## config.mk

```make
export PLATFORM = sky130hd
export DESIGN_NAME = page_frame_pool_replacer
export DESIGN_NICKNAME = d
export VERILOG_FILES = /design/src/rtl/pfp_pkg.sv /design/src/rtl/pfp_scan.sv /design/src/rtl/page_frame_pool_replacer.sv
export VERILOG_INCLUDE_DIRS = /design/src /design/src/rtl
export SDC_FILE = /design/constraint.sdc
export NUM_CORES = 2
export LEC_CHECK = 0
export BUFFER_PORTS_ARGS = -buffer_cell sky130_fd_sc_hd__buf_4
export CORE_UTILIZATION = 40
export CTS_CLUSTER_SIZE = 14
export DETAILED_ROUTE_END_ITERATION = 8
export HOLD_SLACK_MARGIN = 0.05
export PLACE_DENSITY = 0.61
export SLEW_MARGIN = 25
export SYNTH_ARGS = -nofsm -noshare
export SYNTH_HDL_FRONTEND = slang
export SYNTH_SLANG_ARGS = --single-unit
```

## constraint.sdc

```tcl
create_clock -name clk -period 6.7 [get_ports clk]
set_clock_uncertainty 0.2 [all_clocks]
set_input_delay 0.67 -clock clk [delete_from_list [all_inputs] [get_ports clk]]
set_output_delay 0.67 -clock clk [all_outputs]
set_load 0.005 [all_outputs]
```

## src/rtl/page_frame_pool_replacer_defines.svh

```systemverilog
// assertion macros for the page frame pool replacer
`ifndef PAGE_FRAME_POOL_REPLACER_DEFINES_SVH
`define PAGE_FRAME_POOL_REPLACER_DEFINES_SVH
`ifndef SYNTHESIS
`define PFP_ASSERT_IMP(label, clk, rst_n, ante, cons) \
	label: assert property (@(posedge clk) disable iff (!rst_n) (ante) |-> (cons)) \
	else $error("assertion failed");
`define PFP_ASSERT_NXT(label, clk, rst_n, ante, cons) \
	label: assert property (@(posedge clk) disable iff (!rst_n) (ante) |=> (cons)) \
	else $error("assertion failed");
`else
`define PFP_ASSERT_IMP(label, clk, rst_n, ante, cons)
`define PFP_ASSERT_NXT(label, clk, rst_n, ante, cons)
`endif
`endif

```

## src/rtl/pfp_pkg.sv

```systemverilog
// shared types and constants for the page frame pool replacer
`default_nettype none
package pfp_pkg;
	localparam int NumFrames = 16;
	localparam int FrameIdxW = 4;
	localparam int FrameCntW = 5;
	localparam logic [31:0] EmptyMark = 32'hFFFF_FFFF;
	localparam logic [15:0] PinMax = 16'hFFFF;

	localparam logic [2:0] OP_PIN   = 3'd0;
	localparam logic [2:0] OP_UNPIN = 3'd1;
	localparam logic [2:0] OP_DIRTY = 3'd2;
	localparam logic [2:0] OP_FORCE = 3'd3;
	localparam logic [2:0] OP_FLUSH = 3'd4;

	localparam logic [1:0] ST_OK     = 2'd0;
	localparam logic [1:0] ST_ABSENT = 2'd1;
	localparam logic [1:0] ST_NOEVICT = 2'd2;

	localparam logic [0:0] REG_STRATEGY = 1'd0;
	localparam logic [0:0] REG_FRAMES   = 1'd1;

	// one frame entry as seen by the scan unit
	typedef struct packed {
		logic [31:0] page;
		logic        dirty;
		logic [15:0] pins;
		logic [31:0] last_use;
		logic [31:0] loaded_at;
	} frame_t;

	// scan results handed back to the sequencer
	typedef struct packed {
		logic                 match_found;
		logic [FrameIdxW-1:0] match_idx;
		logic                 empty_found;
		logic [FrameIdxW-1:0] empty_idx;
		logic                 victim_found;
		logic [FrameIdxW-1:0] victim_idx;
	} scan_res_t;
endpackage
`default_nettype wire

```

## src/rtl/pfp_scan.sv

```systemverilog
// shared scan unit: one frame per cycle, match, first empty and oldest stamp
`default_nettype none
module pfp_scan import pfp_pkg::*; (
	input  wire logic                 clk,
	input  wire logic                 arst_n,
	input  wire logic                 start,
	input  wire logic                 step,
	input  wire logic [FrameIdxW-1:0] idx,
	input  wire frame_t               entry,
	input  wire logic [30:0]          page_number,
	input  wire logic [1:0]           strategy,
	output scan_res_t                 res
);
	logic [31:0] best_q;
	logic [31:0] stamp;
	logic        better;

	// stamp compare for the selected strategy
	always_comb begin
		stamp  = (strategy == 2'd0) ? entry.loaded_at : entry.last_use;
		better = (strategy[1] == 1'b0) && (entry.pins == 16'd0) &&
			(!res.victim_found || stamp < best_q);
	end

	// accumulate results over the frames
	always_ff @(posedge clk or negedge arst_n) begin
		if (!arst_n) begin
			res    <= '0;
			best_q <= '0;
		end else if (start) begin
			res    <= '0;
			best_q <= '0;
		end else if (step) begin
			if (!res.match_found && entry.page == {1'b0, page_number}) begin
				res.match_found <= 1'b1;
				res.match_idx   <= idx;
			end
			if (!res.empty_found && entry.page == EmptyMark) begin
				res.empty_found <= 1'b1;
				res.empty_idx   <= idx;
			end
			if (better) begin
				res.victim_found <= 1'b1;
				res.victim_idx   <= idx;
				best_q           <= stamp;
			end
		end
	end
endmodule
`default_nettype wire

```

## src/rtl/page_frame_pool_replacer.sv

```systemverilog
// an accepted word walks the n used frames in the scan state, then the exec state
// applies the op and the output state offers its result word
// flush walks the frames again and goes to the output state for each word it gives
// one item at a time: a new input word is taken only once the last result word is taken
// reset: all frames empty, clean, unpinned, stamps, clocks and counters zero,
// strategy fifo and sixteen frames in use
`default_nettype none
`include "page_frame_pool_replacer_defines.svh"
module page_frame_pool_replacer import pfp_pkg::*; (
	input  wire logic        clk,
	input  wire logic        arst_n,
	input  wire logic        in_valid,
	output logic             in_ready,
	input  wire logic [2:0]  opcode,
	input  wire logic [30:0] page_number,
	output logic             out_valid,
	input  wire logic        out_ready,
	output logic [1:0]       status,
	output logic [3:0]       frame_index,
	output logic             hit,
	output logic             read_request,
	output logic             writeback,
	output logic [30:0]      writeback_page,
	output logic [3:0]       writeback_frame,
	output logic [15:0]      pin_count_now,
	output logic [31:0]      read_io_count,
	output logic [31:0]      write_io_count,
	output logic             last,
	input  wire logic        cfg_valid,
	output logic             cfg_ready,
	input  wire logic        cfg_index,
	input  wire logic [4:0]  cfg_data
);
	typedef enum logic [2:0] {S_IDLE, S_SCAN, S_EXEC, S_FLUSH, S_OUT} state_t;
	state_t state_q;

	frame_t frames_q [NumFrames];
	logic [1:0]           strategy_q;
	logic [FrameCntW-1:0] nframes_q;
	logic [2:0]           op_q;
	logic [30:0]          pn_q;
	logic [FrameIdxW:0]   cnt_q;
	logic [31:0]          use_clk_q, load_clk_q;
	logic                 flush_any_q;
	logic                 out_flush_q;
	scan_res_t            res;
	logic [FrameCntW-1:0] n_used;
	logic                 scan_start, scan_step;
	frame_t               cur;
	logic [FrameIdxW-1:0] cidx;

	assign cidx = cnt_q[FrameIdxW-1:0];
	assign cur  = frames_q[cidx];
	assign n_used = (nframes_q > FrameCntW'(NumFrames)) ? FrameCntW'(NumFrames) : nframes_q;
	assign in_ready  = (state_q == S_IDLE);
	assign cfg_ready = (state_q == S_IDLE);
	assign scan_start = in_valid && in_ready;
	assign scan_step  = (state_q == S_SCAN) && (cnt_q < n_used);

	pfp_scan u_scan (
		.clk(clk), .arst_n(arst_n), .start(scan_start), .step(scan_step),
		.idx(cidx), .entry(cur), .page_number(pn_q), .strategy(strategy_q), .res(res)
	);

	// sequencer, frame table and result word
	always_ff @(posedge clk or negedge arst_n) begin
		if (!arst_n) begin
			state_q <= S_IDLE;
			for (int i = 0; i < NumFrames; i++) begin
				frames_q[i] <= '{page: EmptyMark, dirty: 1'b0, pins: 16'd0,
					last_use: 32'd0, loaded_at: 32'd0};
			end
			strategy_q <= 2'd0; nframes_q <= 5'd16;
			use_clk_q <= '0; load_clk_q <= '0;
			read_io_count <= '0; write_io_count <= '0;
			out_valid <= 1'b0; cnt_q <= '0; flush_any_q <= 1'b0;
			out_flush_q <= 1'b0; op_q <= '0; pn_q <= '0;
			status <= '0; frame_index <= '0; hit <= 1'b0; read_request <= 1'b0;
			writeback <= 1'b0; writeback_page <= '0; writeback_frame <= '0;
			pin_count_now <= '0; last <= 1'b0;
		end else begin
			unique case (state_q)
				S_IDLE: begin
					if (cfg_valid) begin
						if (cfg_index == REG_STRATEGY) strategy_q <= cfg_data[1:0];
						else nframes_q <= cfg_data;
					end
					if (in_valid) begin
						op_q <= opcode; pn_q <= page_number;
						cnt_q <= '0; state_q <= S_SCAN;
					end
				end
				S_SCAN: begin
					if (cnt_q < n_used) cnt_q <= cnt_q + 1'b1;
					else state_q <= S_EXEC;
				end
				S_EXEC: begin
					status <= ST_OK; frame_index <= '0; hit <= 1'b0;
					read_request <= 1'b0; writeback <= 1'b0; writeback_page <= '0;
					writeback_frame <= '0; pin_count_now <= '0; last <= 1'b1;
					out_flush_q <= 1'b0;
					state_q <= S_OUT;
					case (op_q)
						OP_PIN: begin
							use_clk_q <= use_clk_q + 1'b1;
							if (res.match_found) begin
								if (frames_q[res.match_idx].pins != PinMax) begin
									frames_q[res.match_idx].pins <= frames_q[res.match_idx].pins + 1'b1;
									pin_count_now <= frames_q[res.match_idx].pins + 1'b1;
								end else pin_count_now <= PinMax;
								frames_q[res.match_idx].last_use <= use_clk_q + 1'b1;
								frame_index <= res.match_idx; hit <= 1'b1;
							end else if (res.empty_found || res.victim_found) begin
								logic [FrameIdxW-1:0] v;
								v = res.empty_found ? res.empty_idx : res.victim_idx;
								if (!res.empty_found && frames_q[v].dirty) begin
									writeback <= 1'b1;
									writeback_page <= frames_q[v].page[30:0];
									writeback_frame <= v;
									write_io_count <= write_io_count + 1'b1;
								end
								read_io_count <= read_io_count + 1'b1;
								load_clk_q <= load_clk_q + 1'b1;
								frames_q[v] <= '{page: {1'b0, pn_q}, dirty: 1'b0, pins: 16'd1,
									last_use: use_clk_q + 1'b1, loaded_at: load_clk_q + 1'b1};
								frame_index <= v; read_request <= 1'b1; pin_count_now <= 16'd1;
							end else status <= ST_NOEVICT;
						end
						OP_UNPIN, OP_DIRTY, OP_FORCE: begin
							if (!res.match_found) status <= ST_ABSENT;
							else begin
								frame_index <= res.match_idx;
								pin_count_now <= frames_q[res.match_idx].pins;
								if (op_q == OP_UNPIN) begin
									if (frames_q[res.match_idx].pins == 16'd0) begin
										status <= ST_ABSENT; pin_count_now <= '0;
									end else begin
										frames_q[res.match_idx].pins <= frames_q[res.match_idx].pins - 1'b1;
										pin_count_now <= frames_q[res.match_idx].pins - 1'b1;
									end
								end else if (op_q == OP_DIRTY) begin
									frames_q[res.match_idx].dirty <= 1'b1;
								end else if (!frames_q[res.match_idx].dirty) status <= ST_ABSENT;
								else begin
									frames_q[res.match_idx].dirty <= 1'b0;
									write_io_count <= write_io_count + 1'b1;
									writeback <= 1'b1;
									writeback_page <= frames_q[res.match_idx].page[30:0];
									writeback_frame <= res.match_idx;
								end
							end
						end
						OP_FLUSH: begin
							cnt_q <= '0; flush_any_q <= 1'b0; state_q <= S_FLUSH;
						end
						default: status <= ST_ABSENT;
					endcase
				end
				S_FLUSH: begin
					if (cnt_q >= n_used) begin
						if (!flush_any_q) begin
							status <= ST_OK; frame_index <= '0; writeback <= 1'b0;
							writeback_page <= '0; writeback_frame <= '0; last <= 1'b1;
							out_flush_q <= 1'b0; state_q <= S_OUT;
						end else state_q <= S_IDLE;
					end else begin
						cnt_q <= cnt_q + 1'b1;
						if (cur.dirty && cur.pins == 16'd0) begin
							frames_q[cidx].dirty <= 1'b0;
							write_io_count <= write_io_count + 1'b1;
							flush_any_q <= 1'b1;
							status <= ST_OK; frame_index <= cidx; hit <= 1'b0;
							read_request <= 1'b0; writeback <= 1'b1;
							writeback_page <= cur.page[30:0]; writeback_frame <= cidx;
							pin_count_now <= '0;
							last <= 1'b1;
							for (int j = 0; j < NumFrames; j++) begin
								if (j > int'(cidx) && j < int'(n_used) &&
									frames_q[j].dirty && frames_q[j].pins == 16'd0)
									last <= 1'b0;
							end
							out_flush_q <= 1'b1; state_q <= S_OUT;
						end
					end
				end
				S_OUT: begin
					out_valid <= 1'b1;
					if (out_valid && out_ready) begin
						out_valid <= 1'b0;
						state_q <= (out_flush_q && !last) ? S_FLUSH : S_IDLE;
					end
				end
				default: state_q <= S_IDLE;
			endcase
		end
	end

	// a word is offered only from the output state
	`PFP_ASSERT_IMP(a_out_state, clk, arst_n, out_valid, state_q == S_OUT)
	// no input is taken while a word waits
	`PFP_ASSERT_IMP(a_busy, clk, arst_n, out_valid, !in_ready)
	// a delivered non-final word leads back to the flush walk
	`PFP_ASSERT_NXT(a_flush_cont, clk, arst_n, out_valid && out_ready && !last, state_q == S_FLUSH)
endmodule
`default_nettype wire

```

==> run summary <==
Status = finished clean
I/O Pins = 173
Cell taking the most area after synthesis = dfrtp_1
Max-slew violation count = 0
Top cell by count, worst path = mux2_2
Leak = 49.06 nW
Synth cell count leaders = 1681 x nand2_1, 1583 x dfrtp_1, 808 x nor2_1, 663 x clkbuf_1, 663 x o21ai_0
DP Wirelength = 215800 um
Core area = 0.2663 mm2
CP Capture Type = flop
Top-area cell type share of the netlist area = 36.85%
Die Height = 520.4 um
FMAX = 167.9 MHz
Critical path type = reg -> reg
Combinational power share = 30.8%
Vias per cell = 6.079
Layout area overhead = 12.36%
Tot GR Track Use = 25.94%
Delay-heaviest family, CP = compound AO/OA/AOI/OAI gates
Post-cts sizing count = 0
# DRC = 0
#FFs+latches synth = 2096
Post-synth ARST share = 100.0%
Buf/Inv on CP = 2
Worst-Margin Slew = 1.107 ns
DRT iter0 DRCs = 8701
Final Instance Count excl. Fillers = 13620
Maximum clock path buffer count = 4
ANT nets after route = 0
Row cnt = 189
Final worst setup slack = 0.7441 ns
Worst-path fanout max = 90
Hold Vio Cnt, Final = 0
Internal = 26.18 mW
RSZ-0062 raised after global routing = no
Syn Area/Cell = 10.64 um2
Hold WC Path Type = in -> reg
Clock-pin transition on the worst setup and hold timing paths = 0.06 ns
First-pass GRT wire length = 537800 um
Seq/Total Area, Yosys = 49.39%
Clk_lat worst skew = 0.90 ns
Root Buffer = clkbuf_16
Number of synthesized flops with an enable pin = 0
Post-CTS Hold Fix Bufs = 40
CTS tree = done
Layout Nets = 10000
Synth area leaders = dfrtp_1 37%, dfstp_2 13%, mux4_2 10%
Synth Net Count = 10200
Via count = 82820
Slew HR = 26.19%
Fin Setup TNS = 0 ns
Cells after DPL = 13170
Critical-path top delay cell = dfrtp_4
Synth Flop Type = dfrtp_1
Post-synth cell types = 104
Starting density of the core = 40.37%
Max incr delay on CP = 0.72 ns
Yosys Warn Count = 0
Gpl congestion = 0.9138
Layout cells sized above 1 = 25.35%
Total gr overflow = 0
Vias in the first global route = 82610
P_sw = 14.60 mW
Post-Synthesis Cells = 10100
Die Footprint = 0.2708 mm2
Cell Pwr Density = 337.6 mW/mm2
Final Setup Violations = 0
Clk network pwr share = 31.3%
Req. time, crit path = 7.24 ns
Mapped Area = 0.1075 mm2
MaxCap Viol Count = 0
Cell with the most instances after synthesis = nand2_1
Drt wl/cell = 26.02 um
Setup Buffers After CTS = 0
CP Data Arrival Time = 6.50 ns
DP Worst Slack = 0.8693 ns
Switching share of power = 35.80%
Port Buffer Count = 172
Largest net degree at the start of global routing = 194
Initial antenna violation count = 5
Period utilization = 88.89%
Pre-antenna DRT Iters = 6
CTS Buf Count = 225
Tmin final = 5.956 ns
Drt total wl = 354400 um
Startpoint Class = flop
Die Width = 520.4 um
VDD IR max = 0.0002492 V
Seq pwr share = 37.9%
CTS H-tree depth = 4
CP Cell Sequence = buf_12, mux2_2, a221oi_1, nor2_1, a211oi_1, o32ai_1, ha_1, o211ai_1, o21ai_0, or4_1, o221ai_1, o2111a_2, buf_4, mux2_2
CTS sink count = 2096
through the flow:
stage	power, mW	utilization, %	hold slack (ns)	area, um2
floorplan	23.08	-	0.1744	107500
global placement	27.68	42.26	0.2559	112500
detailed placement	27.91	42.31	0.2654	112700
CTS	40.74	45.28	0.07716	120600
global route	42.39	45.36	0.09260	120800
finish	40.77	45.36	0.1077	120800
layout make-up:
cell class / instances / area, um2
tap: 3533 / 4420
antenna: 3 / 7.507
timing repair buffer: 481 / 4453
clock buffer: 334 / 6689
multi-input combinational: 7000 / 50870
inverter: 107 / 409.1
clock inverter: 70 / 808.3
fill: 24440 / 145500
sequential: 2096 / 53120
flip-flops by register name, summed over array words and instances (netlist names), 16 cells and up:
signal	flops
frames_q	1808
load_clk_q	32
read_io_count	32
u_scan.best_q	32
use_clk_q	32
write_io_count	32
pn_q	31
writeback_page	31
pin_count_now	16
final timing paths:
kind / slack [ns] / start / cells after the start / endpoint
max in group asynchronous: 4.08 / arst_n / 5 / frames_q[505]
worst min-delay path: 0.11 / cfg_index / 3 / strategy_q[1]
min in group asynchronous: 0.23 / arst_n / 2 / write_io_count[25]
worst min register to register: 0.27 / frames_q[163] / 2 / frames_q[163]
worst max-delay path: 0.74 / cnt_q[1] / 14 / u_scan.best_q[25]
worst max register to register: 0.74 / cnt_q[1] / 14 / u_scan.best_q[25]
placed cells by master, fill, tap and decap left out, types with 50 or more instances in the layout:
cell type	instances
dfstp_2	513
buf_12	51
o21ai_0	661
clkbuf_1	52
a21oi_1	629
o21ai_1	142
xnor2_1	114
nand3_1	193
mux4_2	478
clkbuf_8	50
xor2_1	87
nand2_1	1666
mux2i_1	268
a311oi_1	125
o2bb2ai_1	66
o221ai_1	95
nand4_1	64
buf_4	384
nor2_1	796
inv_1	101
clkbuf_16	232
nor4_1	93
mux2_2	563
nor3_1	62
o22ai_1	60
dfrtp_1	1576
a22oi_1	67
and3_1	91
tightest hold or removal path, cell delays in order:
cell and delay, ns:
buf_4 0.08, nor2_1 0.14, mux2_2 0.27
layer usage:
| layer | part of all wire, % | global-route usage (%) | wire, um | vias to the layer above |
|---|---|---|---|---|
| met5 | 0.0037 | 0 | 13 | - |
| met4 | 4.4 | 10.65 | 15510 | 2 |
| met3 | 8.0 | 4.355 | 28310 | 835 |
| met2 | 46 | 40.63 | 161800 | 3839 |
| met1 | 42 | 35.71 | 148800 | 42200 |
| li1 | - | - | - | 35940 |
power groups by stage:
stage,Sequential (mW),Clock [mW],Combinational [mW]
CTS,15.4,13.0,12.3
floorplan,14.9,0,8.18
finish,15.4,12.8,12.5
global route,15.6,13.5,13.3
global placement,15.5,0,12.1
detailed placement,15.6,0,12.3
cells by family after synthesis:
kind of cell / after synthesis / synth area share (%)
buffers and inverters: 1007 / 3.910
and+or+nand+nor: 3188 / 12.65
adders and majority gates: 47 / 0.5471
DFF: 2096 / 49.39
AOI/OAI and AO/OA: 2220 / 13.15
muxes: 1314 / 18.46
xor gates and xnor gates: 231 / 1.882
No activity file was read; power rests on OpenSTA's default activity.
